$ cat config.mk
export PLATFORM = sky130hd
export DESIGN_NAME = sleep_timer_wakeup_table_unit
export DESIGN_NICKNAME = d
export VERILOG_FILES = /design/src/design/stwt_pkg.sv /design/src/design/stwt_ram.sv /design/src/design/stwt_dp.sv /design/src/design/stwt_ctrl.sv /design/src/design/sleep_timer_wakeup_table_unit.sv
export SDC_FILE = /design/constraint.sdc
export NUM_CORES = 2
export LEC_CHECK = 0
export ABC_AREA = 1
export BUFFER_PORTS_ARGS = -buffer_cell sky130_fd_sc_hd__buf_2
export CAP_MARGIN = 10
export CORE_ASPECT_RATIO = 1.2
export CORE_UTILIZATION = 48
export CTS_BUF_LIST = sky130_fd_sc_hd__clkbuf_8
export CTS_CLUSTER_DIAMETER = 200
export DETAILED_ROUTE_END_ITERATION = 7
export SYNTH_ARGS = -nofsm -noshare
export SYNTH_HDL_FRONTEND = slang
export SYNTH_SLANG_ARGS = --single-unit
$ cat constraint.sdc
create_clock -name clk -period 23 [get_ports clk]
set_input_delay 3.45 -clock clk [delete_from_list [all_inputs] [get_ports clk]]
set_output_delay 3.45 -clock clk [all_outputs]
set_load 0.01 [all_outputs]
$ cat src/design/stwt_pkg.sv
`default_nettype none
package stwt_pkg;

  localparam int THREAD_SLOTS = 16;
  localparam int IDX_W        = (THREAD_SLOTS > 1) ? $clog2(THREAD_SLOTS) : 1;
  localparam int SCAN_CNT_W   = IDX_W + 1;

  localparam int ACTION_W = 2;
  localparam int ID_W     = 4;
  localparam int DUR_W    = 32;
  localparam int RATE_W   = 14;
  localparam int TIME_W   = 64;

  localparam logic [RATE_W-1:0] RATE_RESET = RATE_W'(1000);

  // ms * rate + 999 needs one bit above the product
  localparam int PROD_W     = DUR_W + RATE_W + 1;
  localparam int MS_PER_S   = 1000;
  localparam int ROUND_UP   = 999;

  // divide by 1000: drop 3 bits, then divide by 125 in two chunks, each through a
  // reciprocal multiply that is exact for inputs below 2^29. The numerator stays
  // below 2^46, so its top bit is never set.
  localparam int DIV_PRE_SH = 3;
  localparam int DIV_ODD    = 125;
  localparam int LO_W       = 22;
  localparam int HI_W       = 21;
  localparam int REM_W      = 7;
  localparam int QHI_W      = 15;
  localparam int QUO_W      = QHI_W + LO_W;
  localparam int RCP_IN_W   = 29;
  localparam int RCP_W      = 30;
  localparam int RCP_SH     = 36;
  localparam int RCP_P_W    = RCP_IN_W + RCP_W;
  localparam int RCP_Q_W    = RCP_P_W - RCP_SH;
  localparam logic [RCP_W-1:0] RCP_MUL = 30'd549755814;

  localparam int DIV_CNT_W  = 2;
  localparam logic [DIV_CNT_W-1:0] DIV_STEP_QHI = 2'd0;
  localparam logic [DIV_CNT_W-1:0] DIV_STEP_REM = 2'd1;
  localparam logic [DIV_CNT_W-1:0] DIV_STEP_QLO = 2'd2;

  localparam logic [ACTION_W-1:0] ACT_TICK        = 2'd0;
  localparam logic [ACTION_W-1:0] ACT_SLEEP_TICKS = 2'd1;
  localparam logic [ACTION_W-1:0] ACT_SLEEP_MS    = 2'd2;

  typedef struct packed {
    logic capture;
    logic tick;
    logic scan;
    logic mul;
    logic div;
    logic arm;
    logic emit;
  } stwt_cmd_t;

  typedef struct packed {
    logic scan_done;
    logic div_done;
    logic mask_empty;
  } stwt_status_t;

endpackage
`default_nettype wire

$ cat src/design/stwt_ram.sv
`default_nettype none
module stwt_ram #(
  parameter int WIDTH = 64,
  parameter int DEPTH = 16,
  parameter int AW    = (DEPTH > 1) ? $clog2(DEPTH) : 1
) (
  input  wire logic             clk,
  input  wire logic             we,
  input  wire logic [AW-1:0]    waddr,
  input  wire logic [WIDTH-1:0] wdata,
  input  wire logic [AW-1:0]    raddr,
  output logic      [WIDTH-1:0] rdata
);

  logic [WIDTH-1:0] mem [DEPTH];

  always_ff @(posedge clk) begin
    if (we) begin
      mem[waddr] <= wdata;
    end
    rdata <= mem[raddr];
  end

endmodule
`default_nettype wire

$ cat src/design/stwt_dp.sv
`default_nettype none
module stwt_dp (
  input  wire logic                             clk,
  input  wire logic                             rst,
  input  wire stwt_pkg::stwt_cmd_t              cmd,
  output stwt_pkg::stwt_status_t                st,
  input  wire logic [stwt_pkg::ACTION_W-1:0]    action,
  input  wire logic [stwt_pkg::ID_W-1:0]        thread_id,
  input  wire logic [stwt_pkg::DUR_W-1:0]       duration,
  input  wire logic                             cfg_write,
  input  wire logic [stwt_pkg::RATE_W-1:0]      cfg_data,
  output logic                                  out_valid,
  input  wire logic                             out_stall,
  output logic [stwt_pkg::ID_W-1:0]             woken_id,
  output logic                                  last
);
  import stwt_pkg::*;

  logic [RATE_W-1:0]       rate;
  logic [TIME_W-1:0]       now;
  logic [ACTION_W-1:0]     act_r;
  logic [ID_W-1:0]         slot_r;
  logic [DUR_W-1:0]        dur_r;
  logic [PROD_W-1:0]       q;
  logic [QHI_W-1:0]        qhi;
  logic [REM_W-1:0]        rem;
  logic [QUO_W-1:0]        quo;
  logic [DIV_CNT_W-1:0]    div_cnt;
  logic [THREAD_SLOTS-1:0] sleeping;
  logic [THREAD_SLOTS-1:0] mask;
  logic [SCAN_CNT_W-1:0]   scan_cnt;
  logic                    chk_en;
  logic [IDX_W-1:0]        chk_idx;

  logic [PROD_W-1:0]       prod;
  logic [HI_W-1:0]         num_hi;
  logic [RCP_IN_W-1:0]     rcp_in;
  logic [RCP_P_W-1:0]      rcp_prod;
  logic [RCP_Q_W-1:0]      rcp_q;
  logic [HI_W-1:0]         qhi_x;
  logic [REM_W-1:0]        rem_next;
  logic [TIME_W-1:0]       ms_ticks;
  logic [TIME_W-1:0]       arm_ticks;
  logic [TIME_W:0]         sum;
  logic [TIME_W-1:0]       wake_when;
  logic                    slot_ok;
  logic                    arm_we;
  logic [TIME_W-1:0]       rdata;
  logic                    scan_issue;
  logic                    chk_hit;
  logic [IDX_W-1:0]        low_idx;
  logic                    mask_single;
  logic                    out_load;

  stwt_ram #(
    .WIDTH(TIME_W),
    .DEPTH(THREAD_SLOTS)
  ) u_wake_ram (
    .clk  (clk),
    .we   (arm_we),
    .waddr(IDX_W'(slot_r)),
    .wdata(wake_when),
    .raddr(scan_cnt[IDX_W-1:0]),
    .rdata(rdata)
  );

  always_comb begin
    prod = PROD_W'({{(PROD_W - DUR_W){1'b0}}, dur_r} * {{(PROD_W - RATE_W){1'b0}}, rate})
         + PROD_W'(ROUND_UP);

    // high chunk first, then remainder joined with the low chunk
    num_hi   = q[DIV_PRE_SH + LO_W +: HI_W];
    rcp_in   = (div_cnt == DIV_STEP_QLO) ? {rem, q[DIV_PRE_SH +: LO_W]} : RCP_IN_W'(num_hi);
    rcp_prod = RCP_P_W'(rcp_in) * RCP_P_W'(RCP_MUL);
    rcp_q    = rcp_prod[RCP_P_W-1:RCP_SH];
    qhi_x    = HI_W'(qhi) * HI_W'(DIV_ODD);
    rem_next = REM_W'(num_hi - qhi_x);

    ms_ticks  = (quo == '0) ? TIME_W'(1) : TIME_W'(quo);
    arm_ticks = (act_r == ACT_SLEEP_TICKS) ? TIME_W'(dur_r) : ms_ticks;
    sum       = {1'b0, now} + {1'b0, arm_ticks};
    wake_when = (sum[TIME_W] || (sum[TIME_W-1:0] == '0)) ? '1 : sum[TIME_W-1:0];
    slot_ok   = (32'(slot_r) < 32'(THREAD_SLOTS));
    arm_we    = cmd.arm && slot_ok && (arm_ticks != '0);

    scan_issue = cmd.scan && (scan_cnt < SCAN_CNT_W'(THREAD_SLOTS));
    chk_hit    = chk_en && sleeping[chk_idx] && (now >= rdata);

    low_idx = '0;
    for (int i = THREAD_SLOTS - 1; i >= 0; i--) begin
      if (mask[i]) begin
        low_idx = IDX_W'(i);
      end
    end
    mask_single = ((mask & (mask - THREAD_SLOTS'(1))) == '0);
    out_load    = cmd.emit && (mask != '0) && (!out_valid || !out_stall);

    st.scan_done  = chk_en && (chk_idx == IDX_W'(THREAD_SLOTS - 1));
    st.div_done   = cmd.div && (div_cnt == DIV_STEP_QLO);
    st.mask_empty = (mask == '0);
  end

  always_ff @(posedge clk) begin
    if (rst) begin
      rate      <= RATE_RESET;
      now       <= '0;
      sleeping  <= '0;
      mask      <= '0;
      scan_cnt  <= '0;
      chk_en    <= 1'b0;
      div_cnt   <= '0;
      out_valid <= 1'b0;
    end else begin
      if (cfg_write) begin
        rate <= cfg_data;
      end
      if (cmd.tick) begin
        now      <= now + TIME_W'(1);
        scan_cnt <= '0;
      end else if (scan_issue) begin
        scan_cnt <= scan_cnt + SCAN_CNT_W'(1);
      end
      chk_en <= scan_issue;
      if (cmd.mul) begin
        div_cnt <= '0;
      end else if (cmd.div) begin
        div_cnt <= div_cnt + DIV_CNT_W'(1);
      end
      if (arm_we) begin
        sleeping[IDX_W'(slot_r)] <= 1'b1;
      end
      if (chk_hit) begin
        sleeping[chk_idx] <= 1'b0;
        mask[chk_idx]     <= 1'b1;
      end
      if (out_load) begin
        mask[low_idx] <= 1'b0;
      end
      if (out_load) begin
        out_valid <= 1'b1;
      end else if (!out_stall) begin
        out_valid <= 1'b0;
      end
    end
  end

  always_ff @(posedge clk) begin
    if (cmd.capture) begin
      act_r  <= action;
      slot_r <= thread_id;
      dur_r  <= duration;
    end
    if (cmd.mul) begin
      q <= prod;
    end else if (cmd.div) begin
      case (div_cnt)
        DIV_STEP_QHI: begin
          qhi <= rcp_q[QHI_W-1:0];
        end
        DIV_STEP_REM: begin
          rem <= rem_next;
        end
        DIV_STEP_QLO: begin
          quo <= {qhi, rcp_q[LO_W-1:0]};
        end
        default: begin
        end
      endcase
    end
    chk_idx <= scan_cnt[IDX_W-1:0];
    if (out_load) begin
      woken_id <= ID_W'(low_idx);
      last     <= mask_single;
    end
  end

endmodule
`default_nettype wire

$ cat src/design/stwt_ctrl.sv
`default_nettype none
module stwt_ctrl (
  input  wire logic                          clk,
  input  wire logic                          rst,
  input  wire logic                          in_valid,
  output logic                               in_stall,
  input  wire logic [stwt_pkg::ACTION_W-1:0] action,
  input  wire stwt_pkg::stwt_status_t        st,
  output stwt_pkg::stwt_cmd_t                cmd
);
  import stwt_pkg::*;

  typedef enum logic [6:0] {
    S_IDLE = 7'b0000001,
    S_TICK = 7'b0000010,
    S_SCAN = 7'b0000100,
    S_EMIT = 7'b0001000,
    S_MUL  = 7'b0010000,
    S_DIV  = 7'b0100000,
    S_ARM  = 7'b1000000
  } state_t;

  state_t state, state_next;

  always_comb begin
    state_next = state;
    case (state)
      S_IDLE: begin
        if (in_valid) begin
          case (action)
            ACT_TICK:        state_next = S_TICK;
            ACT_SLEEP_TICKS: state_next = S_ARM;
            ACT_SLEEP_MS:    state_next = S_MUL;
            default:         state_next = S_IDLE;
          endcase
        end
      end
      S_TICK: state_next = S_SCAN;
      S_SCAN: begin
        if (st.scan_done) begin
          state_next = S_EMIT;
        end
      end
      S_EMIT: begin
        if (st.mask_empty) begin
          state_next = S_IDLE;
        end
      end
      S_MUL: state_next = S_DIV;
      S_DIV: begin
        if (st.div_done) begin
          state_next = S_ARM;
        end
      end
      S_ARM:   state_next = S_IDLE;
      default: state_next = S_IDLE;
    endcase
  end

  always_comb begin
    in_stall    = (state != S_IDLE);
    cmd.capture = (state == S_IDLE) && in_valid;
    cmd.tick    = (state == S_TICK);
    cmd.scan    = (state == S_SCAN);
    cmd.mul     = (state == S_MUL);
    cmd.div     = (state == S_DIV);
    cmd.arm     = (state == S_ARM);
    cmd.emit    = (state == S_EMIT);
  end

  always_ff @(posedge clk) begin
    if (rst) begin
      state <= S_IDLE;
    end else begin
      state <= state_next;
    end
  end

endmodule
`default_nettype wire

$ cat src/design/sleep_timer_wakeup_table_unit.sv
// Tick: advance the counter, then scan the 16 slots through the wake-time RAM (one read
//   per cycle, registered read), then emit each woken slot, lowest index first; the emit
//   phase holds while out_stall keeps the output register full. Then the next item is taken.
// Sleep in ticks: arm only. Sleep in ms: multiply, 3-step divide by 1000, arm.
//   Unused action: dropped. One item in flight; results leave through an output register.
// Reset (rst, synchronous): counter and all slots cleared, rate back to 1000.
`default_nettype none
module sleep_timer_wakeup_table_unit (
  input  wire logic                          clk,
  input  wire logic                          rst,
  input  wire logic                          cfg_write,
  input  wire logic [stwt_pkg::RATE_W-1:0]   cfg_data,
  input  wire logic                          in_valid,
  output logic                               in_stall,
  input  wire logic [stwt_pkg::ACTION_W-1:0] action,
  input  wire logic [stwt_pkg::ID_W-1:0]     thread_id,
  input  wire logic [stwt_pkg::DUR_W-1:0]    duration,
  output logic                               out_valid,
  input  wire logic                          out_stall,
  output logic [stwt_pkg::ID_W-1:0]          woken_id,
  output logic                               last
);
  import stwt_pkg::*;

  stwt_cmd_t    cmd;
  stwt_status_t st;

  stwt_ctrl u_ctrl (
    .clk     (clk),
    .rst     (rst),
    .in_valid(in_valid),
    .in_stall(in_stall),
    .action  (action),
    .st      (st),
    .cmd     (cmd)
  );

  stwt_dp u_dp (
    .clk      (clk),
    .rst      (rst),
    .cmd      (cmd),
    .st       (st),
    .action   (action),
    .thread_id(thread_id),
    .duration (duration),
    .cfg_write(cfg_write),
    .cfg_data (cfg_data),
    .out_valid(out_valid),
    .out_stall(out_stall),
    .woken_id (woken_id),
    .last     (last)
  );

  assert property (@(posedge clk) disable iff (rst)
    $onehot0({cmd.tick, cmd.scan, cmd.mul, cmd.div, cmd.arm, cmd.emit}))
    else $error("datapath commands overlap");

  assert property (@(posedge clk) disable iff (rst)
    in_valid && !in_stall && (action == ACT_TICK) |=> cmd.tick)
    else $error("tick transfer did not start counter update");

  assert property (@(posedge clk) disable iff (rst)
    in_valid && !in_stall && (action == ACT_SLEEP_MS) |=> cmd.mul)
    else $error("ms sleep transfer did not start conversion");

  assert property (@(posedge clk) disable iff (rst)
    st.scan_done |=> cmd.emit)
    else $error("scan end did not enter result phase");

endmodule
`default_nettype wire
* After elaboration in Yosys (flattened, before gate mapping)
Memories as Yosys holds them, arrays and structs flattened. A register that Yosys moved wholly into a read port is not among the register bits.
Cells that the tools add are included.
** Storage, ports and cells
- Register bits after elaboration :: 278
- Memories kept :: 1
- Word-level logic and storage cells :: 139
- Bits of input ports :: 57
- Memory bits (writable) :: 1024
** Operators by class
- Multiply operators :: 3
- Order comparisons :: 8
- Reduce and logical (&&, ||, !) cells :: 30
- Eq/ne operators :: 19
- Mux-type cells :: 44
- Add/sub/neg operators :: 7
- Bitwise logic cells :: 8
** Memory list
- u_dp.u_wake_ram.mem :: depth 16, width 64, read ports 1, clocked after memory_dff 1, wr ports 1, line stwt_ram.sv:15 : logic [WIDTH-1:0] mem [DEPTH];
** Operator list (count)
- $mux W64 :: 2
- $mux W16 :: 6
- $add A64 B64 Y65 :: 1
- $add A64 B1 Y64 const B :: 1
- $ge A64 B64 Y1 :: 1
- $logic_not A64 Y1 :: 1
- $mux W4 :: 16
- $reduce_bool A64 Y1 :: 1
- $mul A29 B29 Y57 const B :: 1
- $and A16 B16 Y16 :: 3
- $add A46 B10 Y46 const B :: 1
- $mul A32 B14 Y46 :: 1
- $pmux W7 S6 :: 1
- $logic_not A37 Y1 :: 1
- $mux W37 :: 1
- $logic_not A16 Y1 :: 2
- $not A16 Y16 :: 2
- $or A16 B16 Y16 :: 2
- $mux W29 :: 1
- $mux W7 :: 4
- $pmux W7 S3 :: 1
- $reduce_bool A16 Y1 :: 1
- $sub A16 B1 Y16 const B :: 1
- $lt A4 B5 Y1 const B :: 3
- 30 further kinds :: 64

* Depth between registers and ports, before layout
- Word-level depth :: 23
- Gate-level depth with buffers :: 36
- Mapped depth without buffers :: 34

* Modules after synthesis
Synthesis repeated with hierarchy kept, for this count alone.
** Unflattened totals
- Cells, all modules :: 10579
- Area, all modules :: 93315.7 µm²
** Modules (own cells, without submodules)
- stwt_dp :: cells each 6285, instances 1, area an instance 47611.9 µm²
- stwt_ram :: cells each 4212, instances 1, area an instance 45189.6 µm²
- stwt_ctrl :: cells each 82, instances 1, area an instance 514.2 µm²

* Worst setup path before layout
No wires, ideal clock.
- Kind :: register to register
- Start :: register u_dp.div_cnt[0]
- End :: register u_dp.quo[16], data pin
- Path slack :: 15527 ps
- Path buffers :: 2
- Stages on the path, launching flop included :: 36
- Required time :: 22748 ps
- Arrival time :: 7220 ps
- Path through :: dfxtp_1 inv_1 ha_1 clkbuf_1 inv_1 clkbuf_1 or2_2 o21ai_0 inv_1 ha_1 fa_1 fa_1 inv_1 fa_1 inv_1 fa_1 inv_1 fa_1 inv_1 fa_1 inv_1 fa_1 inv_1 ha_1 nand2_1 nor2_1 inv_1 nor2_1 and3_1 nand3_1 nand3_1 a21oi_1 o21ai_0 nand2_1 nand3_1 nand2_1
** On the way
- Longest elaborated chain between the ends :: 3
** Ends and longest elaborated chain
- start: declaration :: line stwt_dp.sv:28 : logic [DIV_CNT_W-1:0] div_cnt;
- start signal: assignment :: line stwt_dp.sv:127 : div_cnt <= div_cnt + DIV_CNT_W'(1);
- $eq A2 B2 Y1 :: line stwt_dp.sv:73 : rcp_in = (div_cnt == DIV_STEP_QLO) ? {rem, q[DIV_PRE_SH +: LO_W]} : RCP_IN_W'(num_hi);
- $mux W29 :: line stwt_dp.sv:73
- $mul A29 B29 Y57 :: line stwt_dp.sv:74 : rcp_prod = RCP_P_W'(rcp_in) * RCP_P_W'(RCP_MUL);
- net u_dp.rcp_prod[52] :: line stwt_dp.sv:38 : logic [RCP_P_W-1:0] rcp_prod;
- end signal: assignment :: line stwt_dp.sv:164 : quo <= {qhi, rcp_q[LO_W-1:0]};
- end: declaration :: line stwt_dp.sv:27 : logic [QUO_W-1:0] quo;
The timed path passes the listed nets, and every way through them passes these cells.
A chain may end at the register's enable or synchronous reset.

* Final worst setup path
- Start :: register u_dp.div_cnt[0]
- End :: register u_dp.quo[13], data pin
Same word-level chain as after synthesis.

==> metrics <==
count of final setup violators 0; final core utilization 0.523; source-to-sink clock delay at the later pin of the worst-skew pair 1010 ps; syn nets 10,400; proportion of synthesized chip area in sequential cells 0.439; area share of the leading cell type in the synthesized netlist 0.396; chip height ~470 microns; layout overhead on the synthesized area 8.14%; standard cell with the maximum stage delay on the critical path o21ai_0; final critical path time including I/O delays and setup 8830 ps; placed instance area ~0.092 sq mm; overall die width 394 microns; top_reg_cell synth edfxtp_1; Hold Crit Class flip-flop to flip-flop; final slew viol count 0; Top cell by count, worst path inv_1; worst rel slew slack 0.152; max-capacitance violation count 0; count of placed standard cells including taps roughly 11,000; most common cell after layout, fill and taps aside inv_1; post-route design area 0.0959 sq mm; run status complete, no violations; Setup Skew 112 ps; Die Outline Area ~0.19 sq mm; commonest non-fill, non-tap cells in the layout 1,780 x inv_1, 1,511 x nand2_1, 1,169 x edfxtp_1; number of buffers inserted by port buffering 63; detail-routed via count per cell roughly 5.5; Post-route DRC 0; antenna violations before repair 4; share of post-route cells with drive strength above 1 0.0590; count of flip-flops with a built-in enable after synthesis approximately 1,200; via count approximately 65,000; Filler Cell Count around 17,000; non-filler cells, final approximately 12,000; global-route wire length before repair roughly 400,000 microns; initial cell density of the core 0.484; number of sinks driven by the clock tree about 1,400; critical path fanouts, max 23; TritonCTS clock tree done; Total Neg Setup Slack 0 ps; Synth Register Bits ~1,400; Synth cell types 56; Post-Route WL 268,000 microns; number of buffers created by CTS 211; remaining antenna violation count after routing 0; average wire per standard cell roughly 23 microns; critical path startpoint category flip-flop; cell class contributing the biggest share of worst-path delay adder cells; count of cells resized by post-cts repair 0; most area-hungry cell type in the Yosys netlist edfxtp_1; Final Hold Vio Count 0; summed instance area of the synthesized netlist between 0.08 and 0.09 sq mm; Post-CTS Hold Fix Bufs 0; clock-pin slew of the registers on the worst-case setup and hold paths around 70 ps; maximum frequency from static timing analysis 113 MHz; DP Wirelength roughly 190,000 microns; Synth Instances about 9,000; Critical Path Sink Type flip-flop; per-instance average area after synthesis just under 10 sq um; I/O pin count 64; largest net degree at the start of global routing 207; Root Driver clkbuf_8; vias in the first global route between 60,000 and 70,000; postcts setup bufs 0; global-route total usage across every layer 0.287; number of warning messages in the yosys log 0; Worst path max stage delay between 900 and 1000 ps; aggregate global routing overflow 0; H-tree levels 4; layout net count between 10,000 and 15,000; type of the worst setup path flip-flop to flip-flop; starting DRC count in detailed routing ~5,000; standard-cell row count 172; proportion of register bits with asynchronous set or reset after synthesis 0; worst path required time approximately 24,000 ps; RSZ-0062 raised after global routing no; share of the clock period used by the worst path 0.384; Core Region ~0.18 sq mm; arrival time of data at the critical path endpoint between 9000 and 10,000 ps; CTS max path bufs 3; Placer Congestion slightly below 1; slew at the pin with the worst max-slew slack 1260 ps; sum of buffers and inverters on the critical path 8; drt pass-1 iters 6; largest cells by area after synthesis edfxtp_1 40%, fa_1 14%, ha_1 8.4%
[cells in the mapped netlist, drive strengths merged, types with 150 or more instances]
| library cell | count |
|---|---|
| edfxtp | 1169 |
| a21oi | 237 |
| ha | 599 |
| dfxtp | 194 |
| nand3 | 345 |
| o21ai | 450 |
| nand2 | 1513 |
| nor2 | 1027 |
| clkbuf | 286 |
| fa | 638 |
| inv | 1711 |
| o32ai | 150 |
[through the flow]
stage	hold WS (ps)	setup slack [ps]
2_1_floorplan	329	15530
3_3_place_gp	389	14140
3_5_place_dp	392	14150
4_1_cts	405	14080
5_1_grt	410	13540
6_report	405	14170
[cell type report]
class | instances | area (sq um) | share of cell area
flip-flops and latches | 1363 | 39000 | 0.407
clock inverters | 158 | 1020 | 0.0106
inverters | 1713 | 6440 | 0.0671
clock buffers | 234 | 3220 | 0.0336
diodes | 2 | 5.00 | 0.0000522
well taps | 2436 | 3050 | 0.0318
repair buffers | 152 | 1010 | 0.0105
multi-input cells | 5674 | 42200 | 0.440
[kinds of logic (layout without fill, tap and decap cells)]
logic type,Yosys count,count (layout),synth area share
xor gates and xnor gates,121,121,0.0119
other,0,2,0
adders and majority gates,1237,1237,0.228
AOI/OAI and AO/OA,1108,1108,0.0774
buffers and inverters,2036,2257,0.0869
muxes,111,111,0.0126
DFF,1363,1363,0.439
and+or+nand+nor,3097,3097,0.143
[worst register-to-register path: cells and delay by family, from the launching register on]
kind,cells,cell delay (ps)
flops,1,350
simple gates,4,540
fa+ha+maj,10,4710
xor+xnor,1,340
buf+inv,8,700
compound gates,4,1910
[final timing paths]
kind	end	from	slack (ps)	cells after the start
setup reg to reg	u_dp.quo[13]	u_dp.div_cnt[0]	14170	27
hold / removal	u_dp.chk_idx[3]	u_dp.scan_cnt[3]	410	0
setup / recovery	u_dp.quo[13]	u_dp.div_cnt[0]	14170	27
hold reg to reg	u_dp.chk_idx[3]	u_dp.scan_cnt[3]	410	0
[sequential cells by signal, indices dropped and copies added (netlist names), 4 cells and up]
name                   count
u_dp.u_wake_ram.mem     1024
u_dp.now                  64
u_dp.u_wake_ram.rdata     64
u_dp.q                    43
u_dp.quo                  37
u_dp.dur_r                32
u_dp.mask                 16
u_dp.sleeping             16
u_dp.qhi                  15
u_dp.rate                 14
u_ctrl.state               7
u_dp.rem                   7
u_dp.scan_cnt              5
u_dp.chk_idx               4
u_dp.slot_r                4
u_dp.woken_id              4
[layer usage]
layer	vias up	GRT usage	routed length, microns
met5	-	0	0
met4	0	0.104	9710
met3	504	0.0341	14100
met2	2027	0.503	134000
met1	32100	0.365	110000
li1	29900	-	-
Power is not shown: default switching activity piles up to over one toggle a cycle in this logic, so the estimate is an artifact.
